### config.mk
export PLATFORM = sky130hd
export DESIGN_NAME = ps2_scancode_to_ascii_decoder
export DESIGN_NICKNAME = d
export VERILOG_FILES = /design/src/design/ps2d_pkg.sv /design/src/design/ps2d_front.sv /design/src/design/ps2d_rq.sv /design/src/design/ps2d_back.sv /design/src/design/ps2_scancode_to_ascii_decoder.sv
export VERILOG_INCLUDE_DIRS = /design/src /design/src/design
export SDC_FILE = /design/constraint.sdc
export NUM_CORES = 2
export LEC_CHECK = 0
export BUFFER_PORTS_ARGS = -buffer_cell sky130_fd_sc_hd__buf_2
export CORE_MARGIN = 2
export CORE_UTILIZATION = 32
export CTS_CLUSTER_DIAMETER = 80
export DETAILED_ROUTE_END_ITERATION = 7
export PLACE_DENSITY_LB_ADDON = 0.05
export SYNTH_ARGS = -nofsm -noshare
export SYNTH_HDL_FRONTEND = slang
export SYNTH_SLANG_ARGS = --single-unit
### constraint.sdc
create_clock -name i_clk -period 29.2 [get_ports i_clk]
set_input_delay 2.92 -clock i_clk [delete_from_list [all_inputs] [get_ports i_clk]]
set_output_delay 2.92 -clock i_clk [all_outputs]
set_load 0.02 [all_outputs]
### src/design/assert_macros.svh
// shared assertion forms for the decoder modules
`ifndef ASSERT_MACROS_SVH
`define ASSERT_MACROS_SVH

// property that must hold at every clock edge out of reset
`define PS2D_ASSERT(lbl, prop, msg) \
    lbl: assert property (@(posedge i_clk) disable iff (!i_rst_n) (prop)) else $error(msg);

// condition at one edge implies a consequence at the next edge
`define PS2D_ASSERT_NEXT(lbl, cond, nxt, msg) \
    lbl: assert property (@(posedge i_clk) disable iff (!i_rst_n) (cond) |=> (nxt)) \
        else $error(msg);

`endif

### src/design/ps2d_pkg.sv
package ps2d_pkg;

    // result kinds
    localparam logic [2:0] KIND_ECHO  = 3'd0;
    localparam logic [2:0] KIND_LED   = 3'd1;
    localparam logic [2:0] KIND_READ  = 3'd2;
    localparam logic [2:0] KIND_EMPTY = 3'd3;
    localparam logic [2:0] KIND_NONE  = 3'd4;

    // input actions
    localparam logic ACT_SCAN = 1'b0;
    localparam logic ACT_READ = 1'b1;

    // set 1 scan codes
    localparam logic [7:0] SC_LSHIFT     = 8'h2A;
    localparam logic [7:0] SC_RSHIFT     = 8'h36;
    localparam logic [7:0] SC_LSHIFT_BRK = 8'hAA;
    localparam logic [7:0] SC_RSHIFT_BRK = 8'hB6;
    localparam logic [7:0] SC_CTRL       = 8'h1D;
    localparam logic [7:0] SC_CTRL_BRK   = 8'h9D;
    localparam logic [7:0] SC_ALT        = 8'h38;
    localparam logic [7:0] SC_ALT_BRK    = 8'hB8;
    localparam logic [7:0] SC_CAPS       = 8'h3A;
    localparam logic [7:0] SC_NUM        = 8'h45;
    localparam logic [7:0] SC_SCROLL     = 8'h46;
    localparam logic [7:0] SC_CAPS_BRK   = 8'hBA;
    localparam logic [7:0] SC_NUM_BRK    = 8'hC5;
    localparam logic [7:0] SC_SCROLL_BRK = 8'hC6;
    localparam logic [7:0] SC_EXT        = 8'hE0;

    localparam logic [7:0] LED_CMD = 8'hED;

    // led mask bits
    localparam logic [2:0] LED_SCROLL = 3'b001;
    localparam logic [2:0] LED_NUM    = 3'b010;
    localparam logic [2:0] LED_CAPS   = 3'b100;

    // result queue between front and back
    localparam int RQ_DEPTH = 4;
    localparam int RQ_AW    = 2;

    typedef struct packed {
        logic [2:0] kind;
        logic [7:0] data;
        logic [2:0] locks;
        logic [2:0] mods;
        logic       pair;   // led command byte goes out ahead of data
    } t_res;

    // keymap: four pages picked by shift and caps
    function automatic logic [7:0] key_char(input logic shift, input logic caps,
                                            input logic [6:0] code);
        logic       upper;
        logic       sh_only;
        logic       letter;
        logic [7:0] c;
        upper   = shift ^ caps;
        sh_only = shift & ~caps;
        letter  = code inside {[7'h10:7'h19], [7'h1E:7'h26], [7'h2C:7'h32]};
        c       = 8'd0;
        case (code)
            7'h01: c = 8'd27;
            7'h0E: c = 8'd8;
            7'h0F: c = 8'd9;
            7'h1C: c = 8'd10;
            7'h37: c = "*";
            7'h39: c = " ";
            7'h02: c = shift ? "!"  : "1";
            7'h03: c = shift ? "\"" : "2";
            7'h04: c = shift ? 8'd0 : "3";
            7'h05: c = shift ? "$"  : "4";
            7'h06: c = shift ? "%"  : "5";
            7'h07: c = shift ? "&"  : "6";
            7'h08: c = shift ? "/"  : "7";
            7'h09: c = shift ? "("  : "8";
            7'h0A: c = shift ? ")"  : "9";
            7'h0B: c = shift ? "="  : "0";
            7'h0C: c = shift ? "?"  : "'";
            7'h0D: c = shift ? "^"  : 8'd0;
            7'h10: c = "q";
            7'h11: c = "w";
            7'h12: c = "e";
            7'h13: c = "r";
            7'h14: c = "t";
            7'h15: c = "y";
            7'h16: c = "u";
            7'h17: c = "i";
            7'h18: c = "o";
            7'h19: c = "p";
            7'h1E: c = "a";
            7'h1F: c = "s";
            7'h20: c = "d";
            7'h21: c = "f";
            7'h22: c = "g";
            7'h23: c = "h";
            7'h24: c = "j";
            7'h25: c = "k";
            7'h26: c = "l";
            7'h2C: c = "z";
            7'h2D: c = "x";
            7'h2E: c = "c";
            7'h2F: c = "v";
            7'h30: c = "b";
            7'h31: c = "n";
            7'h32: c = "m";
            7'h2B: c = upper ? "|" : "\\";
            7'h33: c = sh_only ? ";" : ",";
            7'h34: c = sh_only ? ":" : ".";
            7'h35: c = sh_only ? "_" : "-";
            7'h4A: c = sh_only ? 8'd0 : "-";
            7'h4E: c = sh_only ? 8'd0 : "+";
            7'h47: c = sh_only ? "7" : 8'd0;
            7'h48: c = sh_only ? "8" : 8'd0;
            7'h49: c = sh_only ? "9" : 8'd0;
            7'h4B: c = sh_only ? "4" : 8'd0;
            7'h4C: c = sh_only ? "5" : 8'd0;
            7'h4D: c = sh_only ? "6" : 8'd0;
            7'h4F: c = sh_only ? "1" : 8'd0;
            7'h50: c = sh_only ? "2" : 8'd0;
            7'h51: c = sh_only ? "3" : 8'd0;
            7'h52: c = sh_only ? "0" : 8'd0;
            default: c = 8'd0;
        endcase
        if (letter && upper) begin
            c = c - 8'd32;
        end
        return c;
    endfunction

endpackage

### src/design/ps2d_front.sv
`include "assert_macros.svh"

module ps2d_front #(
    parameter int QUEUE_DEPTH = 256
) (
    input  logic            i_clk,
    input  logic            i_rst_n,
    input  logic            i_cfg_valid,
    input  logic            i_cfg_data,
    input  logic            i_valid,
    output logic            o_ready,
    input  logic            i_action,
    input  logic [7:0]      i_code,
    output logic            o_push,
    input  logic            i_push_ready,
    output ps2d_pkg::t_res  o_res
);

    localparam int PW = (QUEUE_DEPTH > 1) ? $clog2(QUEUE_DEPTH) : 1;
    localparam int CW = $clog2(QUEUE_DEPTH + 1);

    logic [7:0]      r_mem [QUEUE_DEPTH];
    logic [7:0]      r_rd;
    logic            r_echo;
    logic            r_shift, r_ctrl, r_alt, r_caps, r_released;
    logic [2:0]      r_led;
    logic [PW-1:0]   r_head, r_tail;
    logic [CW-1:0]   r_count;
    logic            r_s_valid;
    ps2d_pkg::t_res  r_s;

    logic            n_shift, n_ctrl, n_alt, n_caps, n_released;
    logic [2:0]      n_led;
    logic [2:0]      lock_bit;
    logic            push_ch, pop;
    logic            full, empty, accept;
    logic [7:0]      ch;
    ps2d_pkg::t_res  res;

    assign o_ready = !r_s_valid || i_push_ready;
    assign accept  = i_valid && o_ready;
    assign full    = (r_count == CW'(QUEUE_DEPTH));
    assign empty   = (r_count == '0);
    assign ch      = ps2d_pkg::key_char(r_shift, r_caps, i_code[6:0]);

    always_comb begin
        n_shift    = r_shift;
        n_ctrl     = r_ctrl;
        n_alt      = r_alt;
        n_caps     = r_caps;
        n_led      = r_led;
        n_released = r_released;
        lock_bit   = '0;
        push_ch    = 1'b0;
        pop        = 1'b0;
        res.kind   = ps2d_pkg::KIND_NONE;
        res.data   = 8'd0;
        res.pair   = 1'b0;
        if (i_action == ps2d_pkg::ACT_READ) begin
            if (empty) begin
                res.kind = ps2d_pkg::KIND_EMPTY;
            end else begin
                pop      = 1'b1;
                res.kind = ps2d_pkg::KIND_READ;
            end
        end else begin
            case (i_code)
                ps2d_pkg::SC_LSHIFT, ps2d_pkg::SC_RSHIFT: n_shift = 1'b1;
                ps2d_pkg::SC_LSHIFT_BRK, ps2d_pkg::SC_RSHIFT_BRK: n_shift = 1'b0;
                ps2d_pkg::SC_CTRL: n_ctrl = 1'b1;
                ps2d_pkg::SC_CTRL_BRK: n_ctrl = 1'b0;
                ps2d_pkg::SC_ALT: n_alt = 1'b1;
                ps2d_pkg::SC_ALT_BRK: n_alt = 1'b0;
                ps2d_pkg::SC_CAPS: lock_bit = ps2d_pkg::LED_CAPS;
                ps2d_pkg::SC_NUM: lock_bit = ps2d_pkg::LED_NUM;
                ps2d_pkg::SC_SCROLL: lock_bit = ps2d_pkg::LED_SCROLL;
                ps2d_pkg::SC_CAPS_BRK, ps2d_pkg::SC_NUM_BRK,
                ps2d_pkg::SC_SCROLL_BRK: n_released = 1'b1;
                ps2d_pkg::SC_EXT: ;
                default: begin
                    // make codes translate; dropped when the char queue is full
                    if (!i_code[7] && !full) begin
                        push_ch = 1'b1;
                        if (r_echo) begin
                            res.kind = ps2d_pkg::KIND_ECHO;
                            res.data = ch;
                        end
                    end
                end
            endcase
            if (lock_bit != '0 && r_released) begin
                n_led      = r_led ^ lock_bit;
                n_released = 1'b0;
                if (lock_bit == ps2d_pkg::LED_CAPS) begin
                    n_caps = ~r_caps;
                end
                res.kind = ps2d_pkg::KIND_LED;
                res.data = {5'd0, n_led};
                res.pair = 1'b1;
            end
        end
        res.locks = n_led;
        res.mods  = {n_alt, n_ctrl, n_shift};
    end

    always_ff @(posedge i_clk) begin
        if (!i_rst_n) begin
            r_echo     <= 1'b1;
            r_shift    <= 1'b0;
            r_ctrl     <= 1'b0;
            r_alt      <= 1'b0;
            r_caps     <= 1'b0;
            r_led      <= '0;
            r_released <= 1'b1;
            r_head     <= '0;
            r_tail     <= '0;
            r_count    <= '0;
            r_s_valid  <= 1'b0;
        end else begin
            if (i_cfg_valid) begin
                r_echo <= i_cfg_data;
            end
            if (accept) begin
                r_shift    <= n_shift;
                r_ctrl     <= n_ctrl;
                r_alt      <= n_alt;
                r_caps     <= n_caps;
                r_led      <= n_led;
                r_released <= n_released;
                if (push_ch) begin
                    r_tail  <= (r_tail == PW'(QUEUE_DEPTH - 1)) ? '0 : r_tail + 1'b1;
                    r_count <= r_count + 1'b1;
                end
                if (pop) begin
                    r_head  <= (r_head == PW'(QUEUE_DEPTH - 1)) ? '0 : r_head + 1'b1;
                    r_count <= r_count - 1'b1;
                end
                r_s_valid <= 1'b1;
            end else if (i_push_ready) begin
                r_s_valid <= 1'b0;
            end
        end
    end

    always_ff @(posedge i_clk) begin
        if (accept) begin
            r_s <= res;
        end
    end

    // char queue storage, one write or one registered read per accepted item, never both
    always_ff @(posedge i_clk) begin
        if (accept && push_ch) begin
            r_mem[r_tail] <= ch;
        end
        if (accept && pop) begin
            r_rd <= r_mem[r_head];
        end
    end

    always_comb begin
        o_res = r_s;
        if (r_s.kind == ps2d_pkg::KIND_READ) begin
            o_res.data = r_rd;
        end
    end

    assign o_push = r_s_valid;

    `PS2D_ASSERT(a_count_bound, r_count <= CW'(QUEUE_DEPTH), "char queue count overflow")
    `PS2D_ASSERT_NEXT(a_stage_hold, r_s_valid && !i_push_ready, r_s_valid && $stable(r_s),
        "front stage lost a stalled item")

endmodule

### src/design/ps2d_rq.sv
`include "assert_macros.svh"

module ps2d_rq (
    input  logic            i_clk,
    input  logic            i_rst_n,
    input  logic            i_valid,
    output logic            o_ready,
    input  ps2d_pkg::t_res  i_res,
    output logic            o_valid,
    input  logic            i_ready,
    output ps2d_pkg::t_res  o_res
);

    localparam int AW = ps2d_pkg::RQ_AW;

    ps2d_pkg::t_res  r_buf [ps2d_pkg::RQ_DEPTH];
    logic [AW-1:0]   r_wp, r_rp;
    logic [AW:0]     r_count;
    logic            wr, rd;

    assign o_ready = (r_count != (AW + 1)'(ps2d_pkg::RQ_DEPTH));
    assign o_valid = (r_count != '0);
    assign wr      = i_valid && o_ready;
    assign rd      = o_valid && i_ready;
    assign o_res   = r_buf[r_rp];

    always_ff @(posedge i_clk) begin
        if (!i_rst_n) begin
            r_wp    <= '0;
            r_rp    <= '0;
            r_count <= '0;
        end else begin
            if (wr) begin
                r_wp <= r_wp + 1'b1;
            end
            if (rd) begin
                r_rp <= r_rp + 1'b1;
            end
            if (wr && !rd) begin
                r_count <= r_count + 1'b1;
            end else if (rd && !wr) begin
                r_count <= r_count - 1'b1;
            end
        end
    end

    always_ff @(posedge i_clk) begin
        if (wr) begin
            r_buf[r_wp] <= i_res;
        end
    end

    `PS2D_ASSERT(a_rq_bound, r_count <= (AW + 1)'(ps2d_pkg::RQ_DEPTH),
        "result queue count overflow")

endmodule

### src/design/ps2d_back.sv
`include "assert_macros.svh"

module ps2d_back (
    input  logic            i_clk,
    input  logic            i_rst_n,
    input  logic            i_valid,
    output logic            o_ready,
    input  ps2d_pkg::t_res  i_res,
    output logic            o_valid,
    input  logic            i_ready,
    output logic [2:0]      o_kind,
    output logic [7:0]      o_data,
    output logic [2:0]      o_locks,
    output logic [2:0]      o_mods,
    output logic            o_last
);

    logic        r_valid;
    logic        r_phase;   // command byte of a pair already loaded into the output register
    logic [2:0]  r_kind;
    logic [7:0]  r_data;
    logic [2:0]  r_locks;
    logic [2:0]  r_mods;
    logic        r_last;
    logic        load;
    logic        first_of_pair;

    assign load          = !r_valid || i_ready;
    assign first_of_pair = i_res.pair && !r_phase;
    assign o_ready       = load && !first_of_pair;

    always_ff @(posedge i_clk) begin
        if (!i_rst_n) begin
            r_valid <= 1'b0;
            r_phase <= 1'b0;
        end else if (load) begin
            r_valid <= i_valid;
            if (i_valid) begin
                r_phase <= first_of_pair;
            end
        end
    end

    always_ff @(posedge i_clk) begin
        if (load && i_valid) begin
            r_kind  <= i_res.kind;
            r_locks <= i_res.locks;
            r_mods  <= i_res.mods;
            r_data  <= first_of_pair ? ps2d_pkg::LED_CMD : i_res.data;
            r_last  <= !first_of_pair;
        end
    end

    assign o_valid = r_valid;
    assign o_kind  = r_kind;
    assign o_data  = r_data;
    assign o_locks = r_locks;
    assign o_mods  = r_mods;
    assign o_last  = r_last;

    `PS2D_ASSERT(a_phase_held, !r_phase || i_valid, "pair entry left the queue too early")
    `PS2D_ASSERT_NEXT(a_pair_order,
        r_valid && i_ready && !r_last,
        r_valid && r_last && r_kind == ps2d_pkg::KIND_LED,
        "led command byte not followed by its mask")

endmodule

### src/design/ps2_scancode_to_ascii_decoder.sv
// path: each result passes the front stage register, the result queue and the output register
// throughput: one item per cycle while the output is not stalled; a lock toggle gives two results
// the 4-entry result queue absorbs that and lets the front run on until it fills
// reset: sync active low, clears modifiers, locks, char queue pointers, echo on
// the char queue storage is not cleared; entries are read only after being written
module ps2_scancode_to_ascii_decoder #(
    parameter int QUEUE_DEPTH = 256
) (
    input  logic        i_clk,
    input  logic        i_rst_n,
    input  logic        cfg_valid,
    output logic        cfg_ready,
    input  logic        cfg_data,       // echo_enable
    input  logic        s_axis_tvalid,
    output logic        s_axis_tready,
    input  logic [7:0]  s_axis_tdata,   // [7:0] scan_code
    input  logic        s_axis_tuser,   // [0] action
    output logic        m_axis_tvalid,
    input  logic        m_axis_tready,
    output logic [15:0] m_axis_tdata,   // [7:0] data_byte, [10:8] lock_status,
                                        // [13:11] modifier_status, [15:14] zero
    output logic [2:0]  m_axis_tuser,   // [2:0] kind
    output logic        m_axis_tlast
);

    logic            fr_push, fr_ready;
    ps2d_pkg::t_res  fr_res;
    logic            rq_valid, rq_ready;
    ps2d_pkg::t_res  rq_res;
    logic [7:0]      bk_data;
    logic [2:0]      bk_locks, bk_mods;

    assign cfg_ready = 1'b1;

    ps2d_front #(
        .QUEUE_DEPTH (QUEUE_DEPTH)
    ) u_front (
        .i_clk        (i_clk),
        .i_rst_n      (i_rst_n),
        .i_cfg_valid  (cfg_valid),
        .i_cfg_data   (cfg_data),
        .i_valid      (s_axis_tvalid),
        .o_ready      (s_axis_tready),
        .i_action     (s_axis_tuser),
        .i_code       (s_axis_tdata),
        .o_push       (fr_push),
        .i_push_ready (fr_ready),
        .o_res        (fr_res)
    );

    ps2d_rq u_rq (
        .i_clk   (i_clk),
        .i_rst_n (i_rst_n),
        .i_valid (fr_push),
        .o_ready (fr_ready),
        .i_res   (fr_res),
        .o_valid (rq_valid),
        .i_ready (rq_ready),
        .o_res   (rq_res)
    );

    ps2d_back u_back (
        .i_clk   (i_clk),
        .i_rst_n (i_rst_n),
        .i_valid (rq_valid),
        .o_ready (rq_ready),
        .i_res   (rq_res),
        .o_valid (m_axis_tvalid),
        .i_ready (m_axis_tready),
        .o_kind  (m_axis_tuser),
        .o_data  (bk_data),
        .o_locks (bk_locks),
        .o_mods  (bk_mods),
        .o_last  (m_axis_tlast)
    );

    assign m_axis_tdata = {2'b00, bk_mods, bk_locks, bk_data};

endmodule

# Yosys cells after proc, flatten, opt, wreduce, memory -nomap -nowiden
# Memories as Yosys holds them, arrays and structs flattened. A register that Yosys moved wholly into a read port is not among the register bits.
# Cells that the tools add are included.
[classes]
order_cmp = 6
eq_ne = 81
add_sub_neg = 9
mux = 69
reduce_logical = 45
bitwise = 7
[op_table]
columns = ["operator", "n"]
rows = [
  ["one-hot mux 8 bit (60 select lines)", 1],
  ["equality test 7 x 6 -> 1 bit (second input constant)", 20],
  ["equality test 7 x 5 -> 1 bit (second input constant)", 13],
  ["equality test 7 bit (second input constant)", 12],
  ["two-way mux 6 bit", 14],
  ["equality test 8 bit (second input constant)", 10],
  ["equality test 7 x 4 -> 1 bit (second input constant)", 8],
  ["two-way mux 5 bit", 11],
  ["two-way mux 11 bit", 4],
  ["equality test 8 x 6 -> 1 bit (second input constant)", 4],
  ["two-way mux 8 bit", 4],
  ["equality test 7 x 3 -> 1 bit (second input constant)", 4],
  ["OR reduction 19 bit", 1],
  ["two-way mux 1 bit", 18],
  ["two-way mux 3 bit", 6],
  ["two-way mux 9 bit", 2],
  ["adder 8 x 1 -> 8 bit (second input constant)", 2],
  ["equality test 8 x 7 -> 1 bit (second input constant)", 2],
  ["logical AND 1 bit", 16],
  ["OR reduction 15 bit", 1],
  ["equality test 7 x 2 -> 1 bit (second input constant)", 2],
  ["greater-or-equal comparator 7 x 5 -> 1 bit (second input constant)", 2],
  ["less-or-equal comparator 7 x 6 -> 1 bit (second input constant)", 2],
  ["two-way mux 7 bit", 2],
  ["32 further kinds", 56],
]
[word_totals]
ff_bits = 80
mem_count = 2
output_inout_bits = 23
in_bits = 15
mem_bits_rw = 2120
[memory_table]
columns = ["memory", "depth", "width", "rd", "rd_clocked_by_memory_dff", "write_ports", "line", "rtl"]
rows = [
  ["u_front.r_mem", 256, 8, 1, 1, 1, "ps2d_front.sv:22", "logic [7:0] r_mem [QUEUE_DEPTH];"],
  ["u_rq.r_buf", 4, 18, 1, 1, 1, "ps2d_rq.sv:16", "ps2d_pkg::t_res r_buf [ps2d_pkg::RQ_DEPTH];"],
]

# Logic depth before layout (Yosys ltp)
[logic_depth]
ltp_word = 11
ltp_mapped = 14
ltp_nobuf = 12

# Modules after synthesis
# Synthesis repeated with hierarchy kept, for this count alone.
[unflattened]
cells_unflattened = 4381
area_unflattened_um2 = 87166.1
[by_module_without_submodules]
columns = ["module", "area_each_um2", "instances", "cells_each"]
rows = [
  ["ps2d_front", 83302.4, 1, 4197],
  ["ps2d_rq", 3134.3, 1, 142],
  ["ps2d_back", 699.4, 1, 37],
  ["ps2_scancode_to_ascii_decoder", 30.0, 1, 5],
]

# Worst setup path after synthesis
# No wires, ideal clock.
[synth_path]
kind = "input port to flip-flop"
from = "input s_axis_tdata[3]"
to = "memory u_front.r_mem[0][6], data pin"
path_buffers = 4
path_stages = 11
t_arrival_ns = 11.873
slack_ns = 15.744
cell_sequence = "clkbuf_1 > clkbuf_1 > buf_2 > buf_1 > nor2_1 > o21ai_0 > o21ai_0 > a221oi_1 > nor3b_1 > ha_1 > a21oi_1"
[synth_via]
elab_chain_cells = 5
[synth_lines]
columns = ["element", "line", "rtl"]
rows = [
  ["start: declaration", "ps2_scancode_to_ascii_decoder.sv:16", "input logic [7:0] s_axis_tdata,"],
  ["parallel branches: the longest is 4 deep, another holds subtractor 8 x 6 -> 8 bit", "--", ""],
  ["two-way mux 8 bit (*)", "ps2d_pkg.sv:124", "if (letter && upper) begin"],
  ["net u_front.ch[6]", "ps2d_front.sv:37", "logic [7:0] ch;"],
  ["end: declaration", "ps2d_front.sv:22", ""],
]
# Mark *: on every way through the listed nets, which the timed path passes.

# Final worst setup path
[layout_path]
from = "input s_axis_tdata[1]"
to = "memory u_front.r_mem[68][5], data pin"
# Same word-level chain as after synthesis.

==> results.py <==
metrics = {
    "detailed_routing": {
        "drt_iter0_drc": 4640,
        "firstDrtPassIters": 5,
        "drt-total-wl_um": 277000,
        "drcViolationCount": 0,
        "via_per_inst": 5.31,
        "vias": 44600,
        "ant_nets": 0,
        "wl_per_cell_um": 33.0,
    },
    "layout": {
        "final-instance-count-excl-fill": 8407,
        "final_nets": 4649,
        "fill_cells": 25000,
        "final_common_cell": "edfxtp_1",
        "final_util": 0.367,
        "final_area_mm2": 0.100,
        "drive_above_1_share": 0.228,
        "final_cell_mix": "edfxtp_1, mux4_2, nor2_1, clkbuf_16, mux2i_1",
        "area_delta_synth_final_pct": 14.4,
    },
    "outcome": {
        "status": "finished, final reports clean",
    },
    "timing": {
        "finalMaxSlewViolations": 0,
        "fin_ws_ps": 21380,
        "whs_ps": 490,
        "post-route-min-period_ps": 7820,
        "fin_setup_tns_ps": 0,
        "slew_headroom": 0.109,
        "worst_pin_slew_ps": 1330,
        "fmax_ghz": 0.128,
        "rsz0062_at_grt": "false",
        "hold_viol": 0,
        "skew_ps": 50.7,
        "fin_crit_sh": 0.268,
        "report.final.setup_viol": 0,
    },
    "logic_synthesis": {
        "syn_area_mm2": 0.0877,
        "ys_seq_area_frac": 0.751,
        "synth_cell_types": 76,
        "syn_area_per_cell_um2": 19.7,
        "ys.flop_type": "edfxtp_1",
        "synth_cells": 4453,
        "ys_ff_latch": 2210,
        "yosys_warnings": 0,
        "async_flop_share": 0,
        "synth_edf_count": 2164,
    },
    "clock_tree": {
        "clk_pin_slew_ps": 50,
        "cts_root_buf": "clkbuf_16",
        "clk_latency_ps": 890,
        "numClockSinks": 2210,
        "cts_tree": "yes",
        "clockBufferDepth": 4,
        "holdBufCountCts": 0,
        "numCtsBuffers": 262,
        "h-tree-depth": 5,
        "cts_resized": 0,
        "postCtsSetupBuffers": 0,
    },
    "place": {
        "hpwl_um": 168000,
        "place_inst": 7938,
        "pre_cts_ws_ps": 20390,
        "placed_area_mm2": 0.0923,
        "port_buffers": 34,
        "place.gp.congestion": 0.813,
    },
    "critical_path": {
        "cp.arrival_ps": 8360,
        "path_max_fanout": 72,
        "path_class": "input port to flip-flop",
        "reg2reg_slack_ps": 22880,
        "required_ps": 29740,
        "cp-start-kind": "input port",
        "critPathCaptureType": "flip-flop",
    },
    "pwr": {
        "p_clk_frac": 0.393,
        "peakVddDrop_uv": 63.4,
        "power_mw": 7.99,
        "sequentialPowerShare": 0.452,
        "p_int_mw": 5.90,
        "combPwrFrac": 0.155,
        "power_density_mw_per_mm2": 79.6,
        "p_sw_mw": 2.09,
        "p_leak_nw": 28.2,
        "p_sw_frac": 0.261,
    },
    "global_route": {
        "grt_use_total": 0.197,
        "grt_max_degree": 160,
        "gr-total-overflow": 0,
        "grt_antenna_before_repair": 25,
        "grt_pass1_vias": 45300,
        "grt_pass1_wl_um": 384000,
    },
    "floorplanning": {
        "die-area_mm2": 0.278,
        "initial_core_util": 0.321,
        "core_mm2": 0.273,
        "pin_count": 38,
        "die_y_um": 528,
        "std_cell_rows": 192,
        "die_x_um": 528,
    },
    "worst_hold_path": {
        "hold_class": "flip-flop to flip-flop",
    },
    "run": {
        "cap_violations": 0,
    },
}
-- final timing paths --
check,from,cells past startpoint,endpoint
hold reg to reg,u_back.o_valid$_SDFFE_PN0N_,2,u_back.o_valid$_SDFFE_PN0N_
hold / removal,u_back.o_valid$_SDFFE_PN0N_,2,u_back.o_valid$_SDFFE_PN0N_
setup reg to reg,u_front.r_head[0]$_SDFFE_PN0P_,9,u_front.r_rd[6]$_DFFE_PP_
setup / recovery,s_axis_tdata[1],12,u_front.r_mem[68][5]$_DFFE_PP_
-- state kept, by name, summed over array words and instances, names as in the netlist, 2 cells and up, named ones only --
name / cells
u_front.r_s: 8
u_front.r_tail: 8
u_back.o_data: 8
u_back.o_kind: 3
u_front.o_res: 10
u_front.r_mem: 2048
u_rq.r_wp: 2
u_rq.r_count: 3
u_rq.r_buf: 72
u_back.o_mods: 3
u_back.o_locks: 3
u_front.r_led: 3
u_front.r_head: 8
u_front.r_count: 9
u_front.r_rd: 8
u_rq.r_rp: 2
-- cells by family (layout without fill, tap and decap cells) --
kind of cell             Yosys count  in the layout  synth area share
AO/OA/AOI/OAI                    451            451            0.0344
XOR/XNOR                          35             35           0.00349
adder cells (fa/ha/maj)           21             21           0.00317
buffers and inverters            296            655            0.0177
flip-flops                      2210           2210             0.751
multiplexers                     708            708             0.153
other                              2              8         0.0000856
AND/OR/NAND/NOR                  730            730            0.0375
-- area by class of cell --
cell class	instances	area [µm²]	share of cell area
sequential	2210	65900	0.657
multi-input combinational	1948	20500	0.204
clock buffer	327	6950	0.0692
tap	3589	4490	0.0447
timing repair buffer	163	1270	0.0127
clock inverter	137	1120	0.0111
inverter	28	113	0.00112
antenna	5	12.5	0.000125
-- worst max-delay path, cell delays in order --
cell and delay [ps]:
buf_2 570, inv_1 430, o221ai_1 320, a2bb2oi_1 100, o221a_2 290, o211ai_1 310, nor3b_1 170, nor2_4 100
buf_4 710, buf_4 740, buf_4 710, buf_4 760
-- cell usage after synthesis, drive strengths merged (9+ instances only) --
library cell	n	area, µm²
edfxtp	2164	65000
mux4	500	11300
nor2	375	1420
mux2i	177	1770
buf	149	998
nand2	128	480
clkbuf	119	447
a21oi	116	581
o21ai	89	445
a221oi	52	455
dfxtp	46	921
nand3	44	225
nor3	43	220
nor2b	35	219
mux2	31	349
o22ai	29	181
a22oi	28	210
and2	26	163
inv	26	97.6
o221ai	24	210
xnor2	24	210
ha	19	238
a211oi	18	135
nand2b	13	81.3
nand4	13	81.3
xor2	11	96.3
a31oi	10	62.6
or3	10	62.6
a21boi	9	67.6
-- power by group through the flow --
stage / Clock (mW) / Combinational [mW] / Sequential, mW
floorplan: 0 / 0.882 / 3.71
global placement: 0 / 1.29 / 3.68
detailed placement: 0 / 1.28 / 3.68
CTS: 3.22 / 1.28 / 3.61
global route: 3.33 / 1.34 / 3.61
finish: 3.13 / 1.24 / 3.61
-- metal layers --
| layer | global-route usage | routed length [µm] | vias up |
|---|---|---|---|
| li1 | - | - | 18700 |
| met1 | 0.281 | 127000 | 24400 |
| met2 | 0.318 | 132000 | 1225 |
| met3 | 0.0279 | 12600 | 331 |
| met4 | 0.0422 | 5840 | 2 |
| met5 | 0 | 13 | - |
(Power assumes the default switching activity.)
